===== src/sv/tte_pkg.sv =====
// Package for the timer table: field widths, operation codes, the slot entry
// layout and the scan state type. No dependencies; used by timer_table_expiry and tte_cmp.
`timescale 1ns / 1ps

package tte_pkg;

    localparam int SLOTS  = 16;
    localparam int IDX_W  = (SLOTS > 1) ? $clog2(SLOTS) : 1;
    localparam int CNT_W  = $clog2(SLOTS + 1);

    localparam int OP_W   = 2;
    localparam int SLOT_W = 4;
    localparam int IVL_W  = 16;
    localparam int TAG_W  = 16;
    localparam int TIME_W = 32;

    localparam int IN_RAW_W  = OP_W + SLOT_W + IVL_W + TAG_W + TIME_W;
    localparam int IN_W      = ((IN_RAW_W + 7) / 8) * 8;
    localparam int OUT_RAW_W = SLOT_W + TAG_W;
    localparam int OUT_W     = ((OUT_RAW_W + 7) / 8) * 8;

    localparam logic [OP_W-1:0] OP_START = 2'd0;
    localparam logic [OP_W-1:0] OP_STOP  = 2'd1;
    localparam logic [OP_W-1:0] OP_CHECK = 2'd2;

    typedef struct packed {
        logic [TIME_W-1:0] start;
        logic [IVL_W-1:0]  ivl;
        logic [TAG_W-1:0]  tag;
    } entry_t;

    localparam int ENTRY_W = $bits(entry_t);

    typedef enum logic {
        ST_IDLE,
        ST_SCAN
    } state_t;

endpackage


===== src/sv/timer_table_expiry.sv =====
// Timer table with expiry scan. Start and stop are accepted back to back.
// A check is accepted only from idle and closes the input until its scan of all
// slots ends, which takes longer while the result channel stalls; the scan is
// set by the single read port of the slot RAM and the one shared compare unit.
// Reset (aresetn low, synchronous) disarms every slot and empties the output.
`timescale 1ns / 1ps

module timer_table_expiry (
    input  logic                      aclk,
    input  logic                      aresetn,
    // s_tdata: op [1:0], slot [5:2], interval [21:6], event_tag [37:22],
    // now [69:38], zero fill above.
    input  logic                      s_tvalid,
    output logic                      s_tready,
    input  logic [tte_pkg::IN_W-1:0]  s_tdata,
    // m_tdata: expired_slot [3:0], expired_tag [19:4], zero fill above.
    output logic                      m_tvalid,
    input  logic                      m_tready,
    output logic [tte_pkg::OUT_W-1:0] m_tdata,
    output logic                      m_tlast
);
    import tte_pkg::*;

    // Input item fields, unpacked from the lowest bit up.
    logic [OP_W-1:0]   in_op;
    logic [SLOT_W-1:0] in_slot;
    logic [IVL_W-1:0]  in_ivl;
    logic [TAG_W-1:0]  in_tag;
    logic [TIME_W-1:0] in_now;

    assign in_op   = s_tdata[OP_W-1:0];
    assign in_slot = s_tdata[OP_W +: SLOT_W];
    assign in_ivl  = s_tdata[OP_W + SLOT_W +: IVL_W];
    assign in_tag  = s_tdata[OP_W + SLOT_W + IVL_W +: TAG_W];
    assign in_now  = s_tdata[OP_W + SLOT_W + IVL_W + TAG_W +: TIME_W];

    state_t state_reg, state_next;

    logic             acc_in;
    logic             slot_ok;
    logic             start_wr;
    logic             stop_wr;
    logic             check_go;
    logic [IDX_W-1:0] wr_idx;

    // Armed bits stand in for a nonzero interval; reset clears them all, so
    // the RAM itself needs no clearing.
    logic [SLOTS-1:0] armed_reg, armed_next;

    // Scan pipeline: read issue, then evaluation of the returned entry.
    logic [CNT_W-1:0]  rd_cnt_reg, rd_cnt_next;
    logic              ev_vld_reg, ev_vld_next;
    logic [IDX_W-1:0]  ev_idx_reg, ev_idx_next;
    logic [TIME_W-1:0] now_reg, now_next;

    // One expired slot is held back until the next one, or the end of the
    // scan, tells whether it is the last of the check.
    logic              pend_vld_reg, pend_vld_next;
    logic [SLOT_W-1:0] pend_slot_reg, pend_slot_next;
    logic [TAG_W-1:0]  pend_tag_reg, pend_tag_next;

    // Output register.
    logic              m_vld_reg, m_vld_next;
    logic [SLOT_W-1:0] m_slot_reg, m_slot_next;
    logic [TAG_W-1:0]  m_tag_reg, m_tag_next;
    logic              m_last_reg, m_last_next;

    logic             scan_active;
    logic             rd_more;
    logic             re;
    logic [IDX_W-1:0] raddr;
    logic [ENTRY_W-1:0] rdata;
    entry_t           rd_entry;
    entry_t           wr_entry;
    logic             cmp_hit;
    logic             expired;
    logic             out_free;
    logic             ev_stall;
    logic             advance;
    logic             scan_end;
    logic             push_mid;
    logic             flush_push;
    logic             scan_done;

    assign acc_in   = s_tvalid && s_tready;
    assign slot_ok  = (int'(in_slot) < SLOTS);
    assign wr_idx   = IDX_W'(in_slot);
    assign start_wr = acc_in && (in_op == OP_START) && slot_ok;
    assign stop_wr  = acc_in && (in_op == OP_STOP) && slot_ok;
    assign check_go = acc_in && (in_op == OP_CHECK);

    assign wr_entry.start = in_now;
    assign wr_entry.ivl   = in_ivl;
    assign wr_entry.tag   = in_tag;

    tte_ram #(
        .WIDTH (ENTRY_W),
        .DEPTH (SLOTS)
    ) u_slot_ram (
        .aclk  (aclk),
        .we    (start_wr),
        .waddr (wr_idx),
        .wdata (wr_entry),
        .re    (re),
        .raddr (raddr),
        .rdata (rdata)
    );

    assign rd_entry = entry_t'(rdata);

    tte_cmp u_cmp (
        .start (rd_entry.start),
        .ivl   (rd_entry.ivl),
        .now   (now_reg),
        .hit   (cmp_hit)
    );

    // Scan control. The evaluation stage stalls only when it finds an expiry
    // while a held result waits and the output register is still full.
    assign out_free   = !m_vld_reg || m_tready;
    assign rd_more    = (rd_cnt_reg < CNT_W'(SLOTS));
    assign expired    = ev_vld_reg && armed_reg[ev_idx_reg] && cmp_hit;
    assign ev_stall   = expired && pend_vld_reg && !out_free;
    assign advance    = scan_active && !ev_stall;
    assign re         = advance && rd_more;
    assign raddr      = rd_cnt_reg[IDX_W-1:0];
    assign scan_end   = scan_active && !rd_more && !ev_vld_reg;
    assign push_mid   = advance && expired && pend_vld_reg;
    assign flush_push = scan_end && pend_vld_reg && out_free;
    assign scan_done  = scan_end && (!pend_vld_reg || out_free);

    // Next state.
    always_comb begin
        state_next = state_reg;
        unique case (state_reg)
            ST_IDLE: begin
                if (check_go) begin
                    state_next = ST_SCAN;
                end
            end
            ST_SCAN: begin
                if (scan_done) begin
                    state_next = ST_IDLE;
                end
            end
            default: state_next = ST_IDLE;
        endcase
    end

    // State outputs: the input side is open only between scans.
    always_comb begin
        s_tready    = 1'b0;
        scan_active = 1'b0;
        unique case (state_reg)
            ST_IDLE: s_tready    = 1'b1;
            ST_SCAN: scan_active = 1'b1;
            default: s_tready    = 1'b0;
        endcase
    end

    // Datapath next values.
    always_comb begin
        armed_next     = armed_reg;
        rd_cnt_next    = rd_cnt_reg;
        ev_vld_next    = ev_vld_reg;
        ev_idx_next    = ev_idx_reg;
        now_next       = now_reg;
        pend_vld_next  = pend_vld_reg;
        pend_slot_next = pend_slot_reg;
        pend_tag_next  = pend_tag_reg;
        m_vld_next     = m_vld_reg;
        m_slot_next    = m_slot_reg;
        m_tag_next     = m_tag_reg;
        m_last_next    = m_last_reg;

        if (start_wr) begin
            armed_next[wr_idx] = |in_ivl;
        end
        if (stop_wr) begin
            armed_next[wr_idx] = 1'b0;
        end

        if (check_go) begin
            rd_cnt_next = '0;
            now_next    = in_now;
        end else if (re) begin
            rd_cnt_next = rd_cnt_reg + CNT_W'(1);
        end

        if (advance) begin
            ev_vld_next = re;
            ev_idx_next = raddr;
            if (expired) begin
                armed_next[ev_idx_reg] = 1'b0;
                pend_vld_next          = 1'b1;
                pend_slot_next         = SLOT_W'(ev_idx_reg);
                pend_tag_next          = rd_entry.tag;
            end
        end
        if (flush_push) begin
            pend_vld_next = 1'b0;
        end

        if (push_mid || flush_push) begin
            m_vld_next  = 1'b1;
            m_slot_next = pend_slot_reg;
            m_tag_next  = pend_tag_reg;
            m_last_next = flush_push;
        end else if (m_tready) begin
            m_vld_next = 1'b0;
        end
    end

    always_ff @(posedge aclk) begin
        if (!aresetn) begin
            state_reg    <= ST_IDLE;
            armed_reg    <= '0;
            rd_cnt_reg   <= '0;
            ev_vld_reg   <= 1'b0;
            pend_vld_reg <= 1'b0;
            m_vld_reg    <= 1'b0;
        end else begin
            state_reg    <= state_next;
            armed_reg    <= armed_next;
            rd_cnt_reg   <= rd_cnt_next;
            ev_vld_reg   <= ev_vld_next;
            pend_vld_reg <= pend_vld_next;
            m_vld_reg    <= m_vld_next;
        end
    end

    always_ff @(posedge aclk) begin
        ev_idx_reg    <= ev_idx_next;
        now_reg       <= now_next;
        pend_slot_reg <= pend_slot_next;
        pend_tag_reg  <= pend_tag_next;
        m_slot_reg    <= m_slot_next;
        m_tag_reg     <= m_tag_next;
        m_last_reg    <= m_last_next;
    end

    assign m_tvalid = m_vld_reg;
    assign m_tlast  = m_last_reg;
    assign m_tdata  = {(OUT_W - OUT_RAW_W)'(0), m_tag_reg, m_slot_reg};

`ifndef NO_ASSERTIONS
    a_idle_no_pending: assert property (@(posedge aclk) disable iff (!aresetn)
        (state_reg == ST_IDLE) |-> (!pend_vld_reg && !ev_vld_reg))
        else $error("held result or evaluation left over outside a scan");

    a_cnt_range: assert property (@(posedge aclk) disable iff (!aresetn)
        rd_cnt_reg <= CNT_W'(SLOTS))
        else $error("scan read counter beyond the table");

    a_flush_last: assert property (@(posedge aclk) disable iff (!aresetn)
        flush_push |=> (m_tvalid && m_tlast))
        else $error("end of scan did not deliver a final result");

    a_expire_disarms: assert property (@(posedge aclk) disable iff (!aresetn)
        (advance && expired) |=> !armed_reg[$past(ev_idx_reg)])
        else $error("expired slot still armed");

    a_mid_not_last: assert property (@(posedge aclk) disable iff (!aresetn)
        push_mid |=> (m_tvalid && !m_tlast))
        else $error("result inside a scan marked as last");
`endif

endmodule


===== src/sv/tte_ram.sv =====
// Generic simple dual-port RAM: one write port, one read port with a
// registered, enabled read. No dependencies.
`timescale 1ns / 1ps

module tte_ram #(
    parameter int WIDTH = 8,
    parameter int DEPTH = 16
) (
    input  logic                                          aclk,
    input  logic                                          we,
    input  logic [((DEPTH > 1) ? $clog2(DEPTH) : 1)-1:0]  waddr,
    input  logic [WIDTH-1:0]                              wdata,
    input  logic                                          re,
    input  logic [((DEPTH > 1) ? $clog2(DEPTH) : 1)-1:0]  raddr,
    output logic [WIDTH-1:0]                              rdata
);

    logic [WIDTH-1:0] mem_reg [DEPTH];

    always_ff @(posedge aclk) begin
        if (we) begin
            mem_reg[waddr] <= wdata;
        end
        if (re) begin
            rdata <= mem_reg[raddr];
        end
    end

endmodule


===== src/sv/tte_cmp.sv =====
// Expiry compare unit, shared by every slot of a scan: forms start plus
// interval in one extra bit and compares it with the current time. Uses tte_pkg.
`timescale 1ns / 1ps

module tte_cmp (
    input  logic [tte_pkg::TIME_W-1:0] start,
    input  logic [tte_pkg::IVL_W-1:0]  ivl,
    input  logic [tte_pkg::TIME_W-1:0] now,
    output logic                       hit
);
    import tte_pkg::*;

    logic [TIME_W:0] end_time;

    // The sum cannot wrap, so a late start never looks expired.
    assign end_time = {1'b0, start} + (TIME_W + 1)'(ivl);
    assign hit      = (end_time <= {1'b0, now});

endmodule

===== config.mk =====
export PLATFORM = sky130hd
export DESIGN_NAME = timer_table_expiry
export DESIGN_NICKNAME = d
export VERILOG_FILES = /design/src/sv/tte_pkg.sv /design/src/sv/timer_table_expiry.sv /design/src/sv/tte_ram.sv /design/src/sv/tte_cmp.sv
export SDC_FILE = /design/constraint.sdc
export NUM_CORES = 1
export LEC_CHECK = 0
export ABC_CLOCK_PERIOD_IN_PS = 6690
export BUFFER_PORTS_ARGS = -buffer_cell sky130_fd_sc_hd__buf_2
export CAP_MARGIN = 20
export CELL_PAD_IN_SITES_DETAIL_PLACEMENT = 1
export CELL_PAD_IN_SITES_GLOBAL_PLACEMENT = 2
export CORE_ASPECT_RATIO = 1.4
export CORE_MARGIN = 2
export CORE_UTILIZATION = 30
export DETAILED_ROUTE_END_ITERATION = 10
export PLACE_DENSITY_LB_ADDON = 0.12
export SYNTH_ARGS = -nofsm -noshare
export SYNTH_HDL_FRONTEND = slang
export SYNTH_SLANG_ARGS = --single-unit

===== constraint.sdc =====
create_clock -name aclk -period 6.69 [get_ports aclk]
set_clock_uncertainty 0.05 [all_clocks]
set_input_delay 0.3345 -clock aclk [delete_from_list [all_inputs] [get_ports aclk]]
set_output_delay 0.3345 -clock aclk [all_outputs]
set_load 0.02 [all_outputs]

-- Word-level counts from Yosys, hierarchy flattened
Memory sizes are Yosys's and may differ from the RTL's. A register that Yosys moved wholly into a read port is not among the register bits.
Cells that the tools add are included.
- register bits: 102
- RAM bits: 1024
- output and inout bits: 27
- memories kept: 1
- memory list (name ; words ; width ; rd ports ; clocked after Yosys merged registers in ; wr ports ; RTL line ; text):
    u_slot_ram.mem_reg ; 16 ; 64 ; 1 ; 1 ; 1 ; tte_ram.sv:18 ; logic [WIDTH-1:0] mem_reg [DEPTH];
- $add $sub $neg: 2
- $lt $le $gt $ge: 6
- equal/unequal tests: 2
- muxes and demuxes: 20
- bitwise gates (word level): 6
- reductions and logical operators: 34
- operators by type and width (operator ; count):
    $mux W16 ; 4
    $add A32 B16 Y33 ; 1
    $le A33 B32 Y1 ; 1
    $and A16 B16 Y16 ; 2
    $not A16 Y16 ; 2
    $logic_and A1 B1 Y1 ; 19
    $bwmux W16 ; 1
    $reduce_or A16 Y1 ; 1
    $mux W1 ; 11
    $lt A4 B5 Y1 const B ; 2
    $demux W1 S4 ; 2
    $ge A4 B1 Y1 const B ; 2
    $logic_not A1 Y1 ; 6
    $add A5 B1 Y5 const B ; 1
    $lt A5 B5 Y1 const B ; 1
    $bmux W1 S4 ; 1
    $reduce_or A2 Y1 ; 2
    $logic_or A1 B1 Y1 ; 3
    $eq A2 B1 Y1 const B ; 1
    $eq A2 B2 Y1 const B ; 1
    $logic_not A2 Y1 ; 1
    $not A1 Y1 ; 2
    $pmux W1 S2 ; 1
    $reduce_and A2 Y1 ; 1
    $reduce_bool A2 Y1 ; 1

-- Depth between registers and ports, before layout
- depth after elaboration: 12
- gate-level depth with buffers: 21
- depth with buffers taken out: 21

-- Hierarchy
From an unflattened synthesis, not the netlist that was laid out.
- cell total of the unflattened synthesis: 2184
- area total of the unflattened synthesis: 46005.4 um^2
- modules (own cells, without submodules) (module ; instances ; cells each ; area each (um^2)):
    tte_ram ; 1 ; 1647 ; 40199.8
    timer_table_expiry ; 1 ; 260 ; 3842.4
    tte_cmp ; 1 ; 277 ; 1963.1

-- Worst setup path after synthesis
No wires, ideal clock.
- path type: register to register
- start: register u_slot_ram.rdata[16] (read register of u_slot_ram.mem_reg)
- end: register rd_cnt_reg[2]
- setup time: 0.117 ns
- arrival: 5.748 ns
- slack: 0.775 ns
- cell stages (with the launch flop): 21
- buffers on the path: 0
- clock period less this slack: 5.915 ns
- cells stage by stage: edfxtp_1 ha_1 inv_1 fa_1 nor2b_1 o31a_1 o31a_1 o31a_1 a21o_1 a21o_1 a21oi_1 xnor2_1 ha_1 nand4_1 nor4_1 o31ai_1 nand4_1 o211ai_1 a211oi_4 a21oi_1 a31o_1
- longest elaborated chain between the ends: 8
- RTL lines (item ; RTL line ; text):
    from (decl) ; tte_ram.sv:15 ; output logic [WIDTH-1:0] rdata
    $add A32 B16 Y33 ; tte_cmp.sv:16 ; assign end_time = {1'b0, start} + (TIME_W + 1)'(ivl);
    $le A33 B32 Y1 ; tte_cmp.sv:17 ; assign hit = (end_time <= {1'b0, now});
    $logic_and A1 B1 Y1 ; timer_table_expiry.sv:122 ; assign expired = ev_vld_reg && armed_reg[ev_idx_reg] && cmp_hit;
    $logic_and A1 B1 Y1 (2 in a row) ; timer_table_expiry.sv:123 ; assign ev_stall = expired && pend_vld_reg && !out_free;
    $logic_not A1 Y1 ; timer_table_expiry.sv:124 ; assign advance = scan_active && !ev_stall;
    $logic_and A1 B1 Y1 ; timer_table_expiry.sv:124 ;
    $logic_and A1 B1 Y1 ; timer_table_expiry.sv:125 ; assign re = advance && rd_more;
    named net re ; timer_table_expiry.sv:70 ; logic re;
    to (signal assigned) ; timer_table_expiry.sv:225 ; rd_cnt_reg <= rd_cnt_next;
    to (decl) ; timer_table_expiry.sv:51 ; logic [CNT_W-1:0] rd_cnt_reg, rd_cnt_next;
The timed path passes the listed nets, and every way through them passes these cells.
A chain may end at the register's enable or synchronous reset.

-- Final worst setup path
- start: register u_slot_ram.rdata[29] (read register of u_slot_ram.mem_reg)
- end: register m_vld_reg, in the netlist m_tvalid
- longest elaborated chain between the ends: 11
- RTL lines (item ; RTL line ; text):
    $add A32 B16 Y33 (*) ; tte_cmp.sv:16 ;
    $le A33 B32 Y1 (*) ; tte_cmp.sv:17 ;
    $logic_and A1 B1 Y1 (*) ; timer_table_expiry.sv:122 ;
    $logic_and A1 B1 Y1 (2 in a row) ; timer_table_expiry.sv:123 ;
    $logic_not A1 Y1 ; timer_table_expiry.sv:124 ;
    $logic_and A1 B1 Y1 ; timer_table_expiry.sv:124 ;
    $logic_and A1 B1 Y1 (*) (2 in a row) ; timer_table_expiry.sv:128 ; assign push_mid = advance && expired && pend_vld_reg;
    $logic_or A1 B1 Y1 (*) ; timer_table_expiry.sv:204 ; if (push_mid || flush_push) begin
    $mux W1 (*) ; timer_table_expiry.sv:204 ;
    named net m_vld_next ; timer_table_expiry.sv:63 ; logic m_vld_reg, m_vld_next;
    to (signal assigned) ; timer_table_expiry.sv:228 ; m_vld_reg <= m_vld_next;
    to (decl) ; timer_table_expiry.sv:63 ;
The timed path passes the listed nets; every way through them passes the cells marked *.

==> results.sh <==
export IMPL_status="completed"
export IMPL_grt_max_degree=121
export IMPL_grt_pass1_wl_um=177000
export IMPL_fp_dieW_um=334
export IMPL_dpl_hpwl_um=66100
export IMPL_worstReg2RegEnd="m_tvalid"
export IMPL_ios=103
export IMPL_drive_above_1_share_pct=28.6
export IMPL_synth_edff_count=1165
export IMPL_num_vias=21100
export IMPL_path_cells="ha_1, a211oi_2, nor2_1, or4_1, o21ai_2, inv_1, and3_1, xor2_1, ha_1, nand3_1, nand2_1, a211oi_1, nand4_1, o211ai_1, nand2_2, inv_2, a21o_1, buf_12, o21a_1, dlygate4sd3_1"
export IMPL_setup_tns_ns=0
export IMPL_fin_nets=2372
export IMPL_crit_path_start_kind="flip-flop"
export IMPL_syn_avg_cell_area_sq_um=23.0
export IMPL_period_share_pct=90.4
export IMPL_path_class="flip-flop to flip-flop"
export IMPL_p_leak_nw=16.6
export IMPL_holdPathEnd="u_slot_ram.mem_reg[15][6]"
export IMPL_r2r_cells=20
export IMPL_design_core_area_sq_um=152000
export IMPL_end_kind="flip-flop"
export IMPL_cts_setup_buffers=0
export IMPL_clk_path_buf_depth=3
export IMPL_synthCells=1996
export IMPL_cap_viol_max_count=0
export IMPL_largest_reg_flops=1024
export IMPL_ant_nets=0
export IMPL_tritoncts="yes"
export IMPL_grt_overflow=0
export IMPL_syn_to_final_growth_pct=16.9
export IMPL_place_congestion=0.725
export IMPL_clock_sinks=1190
export IMPL_initial_core_util_pct=30.2
export IMPL_drt_iter0_drc=1383
export IMPL_synth_top_area_share_pct=76.3
export IMPL_min_period_ns=6.05
export IMPL_fmax_mhz=165
export IMPL_fp_dieArea_sq_um=156000
export IMPL_rsz0062_at_grt="no"
export IMPL_maxSlewHeadroom_pct=31.9
export IMPL_post_cts_resized=0
export IMPL_wl_um=123000
export IMPL_routed_via_density=4.90
export IMPL_ys_warn_count=0
export IMPL_cts_max_level=3
export IMPL_cp_required_ns=7.31
export IMPL_vdd_drop_max_uv=188
export IMPL_maxSlewViolCount=0
export IMPL_synth_seq_cells=1190
export IMPL_hp_class="primary input to flip-flop"
export IMPL_crit_family="compound AO/OA/AOI/OAI gates"
export IMPL_hold_buffers=69
export IMPL_worstReg2RegStart="u_slot_ram.rdata[29]"
export IMPL_synth_seq_area_share_pct=77.4
export IMPL_whs_ns=0.0558
export IMPL_rrSetupSlack_ns=0.64
export IMPL_slowest_delay_ns=0.65
export IMPL_grt_usage_pct=16.0
export IMPL_grt_antenna_before_repair=14
export IMPL_grt_pass1_vias=24000
export IMPL_io_buffers=96
export IMPL_worst_path_buf_inv=4
export IMPL_async_flop_share_pct=0
export IMPL_rows=169
export IMPL_drc_errors=0
export IMPL_power_density_nw_per_um2=289
export IMPL_die_h_um=466
export IMPL_worst_path_most_repeated_cell="ha_1"
export IMPL_worstHoldStart="s_tdata[0]"
export IMPL_synth_top_cell_by_area="edfxtp_1"
export IMPL_synth_area_leaders="edfxtp_1 (76%), mux4_2 (16%), ha_1 (1.3%)"
export IMPL_crit_cells=20
export IMPL_worst_slew_pin_slew_ns=1.02
export IMPL_whs_path_depth=2
export IMPL_numCtsBuffers=120
export IMPL_clock_latency_ns=0.74
export IMPL_ys_types=64
export IMPL_ys_flop_type="edfxtp_1"
export IMPL_syn_cell_area_sq_um=45800
export IMPL_setup_viol=0
export IMPL_worstPathArrival_ns=6.67
export IMPL_root_buffer="clkbuf_16"
export IMPL_cpMaxStageDelayCell="o211ai_1"
export IMPL_cp_max_fo=19
export IMPL_dr_pass1_iters=5
export IMPL_hold_viol_final=0
export IMPL_clk_pin_slew_ns=0.06
export IMPL_wl_per_cell_um=28.6
through the flow:
stage	utilization [%]	power, W	cells	cell area (sq um)	setup WS (ns)
after floorplan	-	0.00870	1999	45800	0.775
after global placement	32.3	0.00891	4020	49000	0.869
after detailed placement	32.3	0.00893	4020	49000	0.870
after CTS	35.3	0.0157	4308	53500	0.462
after global routing	35.3	0.0160	4311	53600	0.205
final	35.3	0.0155	4312	53600	0.641
per-layer routing:
| layer | part of all wire, % | wire (um) | global-route usage (%) |
|---|---|---|---|
| met2 | 52 | 63900 | 28.2 |
| met1 | 43 | 52700 | 20.5 |
| met5 | 0.057 | 70 | 0 |
| met3 | 3.0 | 3750 | 2.20 |
| met4 | 2.3 | 2800 | 4.61 |
Yosys cell counts (all sizes together) (3+ instances only):
cell type and instances:
mux4 324, a21o 9, a211oi 7, nand4 12
nor4 7, a31oi 6, xnor2 18, dfxtp 25
nor2 45, nand3 14, and4 3, and2 6
ha 49, o221ai 12, a21oi 38, clkbuf 45
buf 39, and3 9, o31a 3, o21ai 18
o21a 6, nand2 30, edfxtp 1165, nor2b 9
a21boi 3, nor3b 3, nand2b 5, xor2 10
inv 48
placed cells by master (no fill, tap or decap), drive strengths merged, types with 4 or more instances in the layout:
master       netlist  final
nor2              45     45
nand3             14     14
bufinv             0     13
conb               1      4
inv               48     51
o21a               6      6
nand2             30     30
ha                49     49
and2               6      6
dlygate4sd3        0     69
o21ai             18     18
xor2              10     10
a21o               9      9
edfxtp          1165   1165
dfxtp             25     25
clkinv             0     59
clkbuf            45    139
o221ai            12     12
buf               39    140
nand2b             5      5
and3               9      9
mux4             324    324
xnor2             18     18
nor4               7      7
clkinvlp           0      5
nand4             12     12
a31oi              6      6
nor2b              9      9
a21oi             38     38
a211oi             7      7
final cells by class:
cell class | count | area [sq um]
multi-input combinational | 677 | 9930
antenna | 3 | 7.51
clock buffer | 139 | 3120
sequential | 1190 | 35500
timing repair buffer | 209 | 1650
inverter | 48 | 185
clock inverter | 80 | 732
fill | 14500 | 98000
tap | 1966 | 2460
worst max-delay path by stage:
stage | from | endpoint
after floorplan | u_slot_ram.rdata[16] | rd_cnt_reg[2]
after global placement | u_slot_ram.rdata[16] | m_tlast
after detailed placement | u_slot_ram.rdata[16] | u_slot_ram.rdata[37]
after CTS | u_slot_ram.rdata[29] | m_tvalid
after global routing | u_slot_ram.rdata[29] | m_tvalid
final | u_slot_ram.rdata[29] | m_tvalid
power by group:
part | internal (W) | switching (W) | total, W | leakage [nW]
Combinational | 0.000226 | 0.000309 | 0.000535 | 3.98
Clock | 0.00381 | 0.00288 | 0.00669 | 1.88
Sequential | 0.00822 | 0.0000275 | 0.00825 | 10.7
Total | 0.0123 | 0.00321 | 0.0155 | 16.6
kinds of logic (layout without fill, tap and decap cells):
family / count (synthesis) / after routing / synth area share, %
AOI/OAI and AO/OA: 118 / 118 / 1.76
xor gates and xnor gates: 28 / 28 / 0.535
adders and majority gates: 50 / 50 / 1.38
buffers and inverters: 132 / 476 / 1.20
DFF: 1190 / 1190 / 77.4
muxes: 327 / 327 / 16.0
other: 1 / 7 / 0.00818
and+or+nand+nor: 150 / 150 / 1.69
Note: power is estimated with default switching activity, not from simulation.
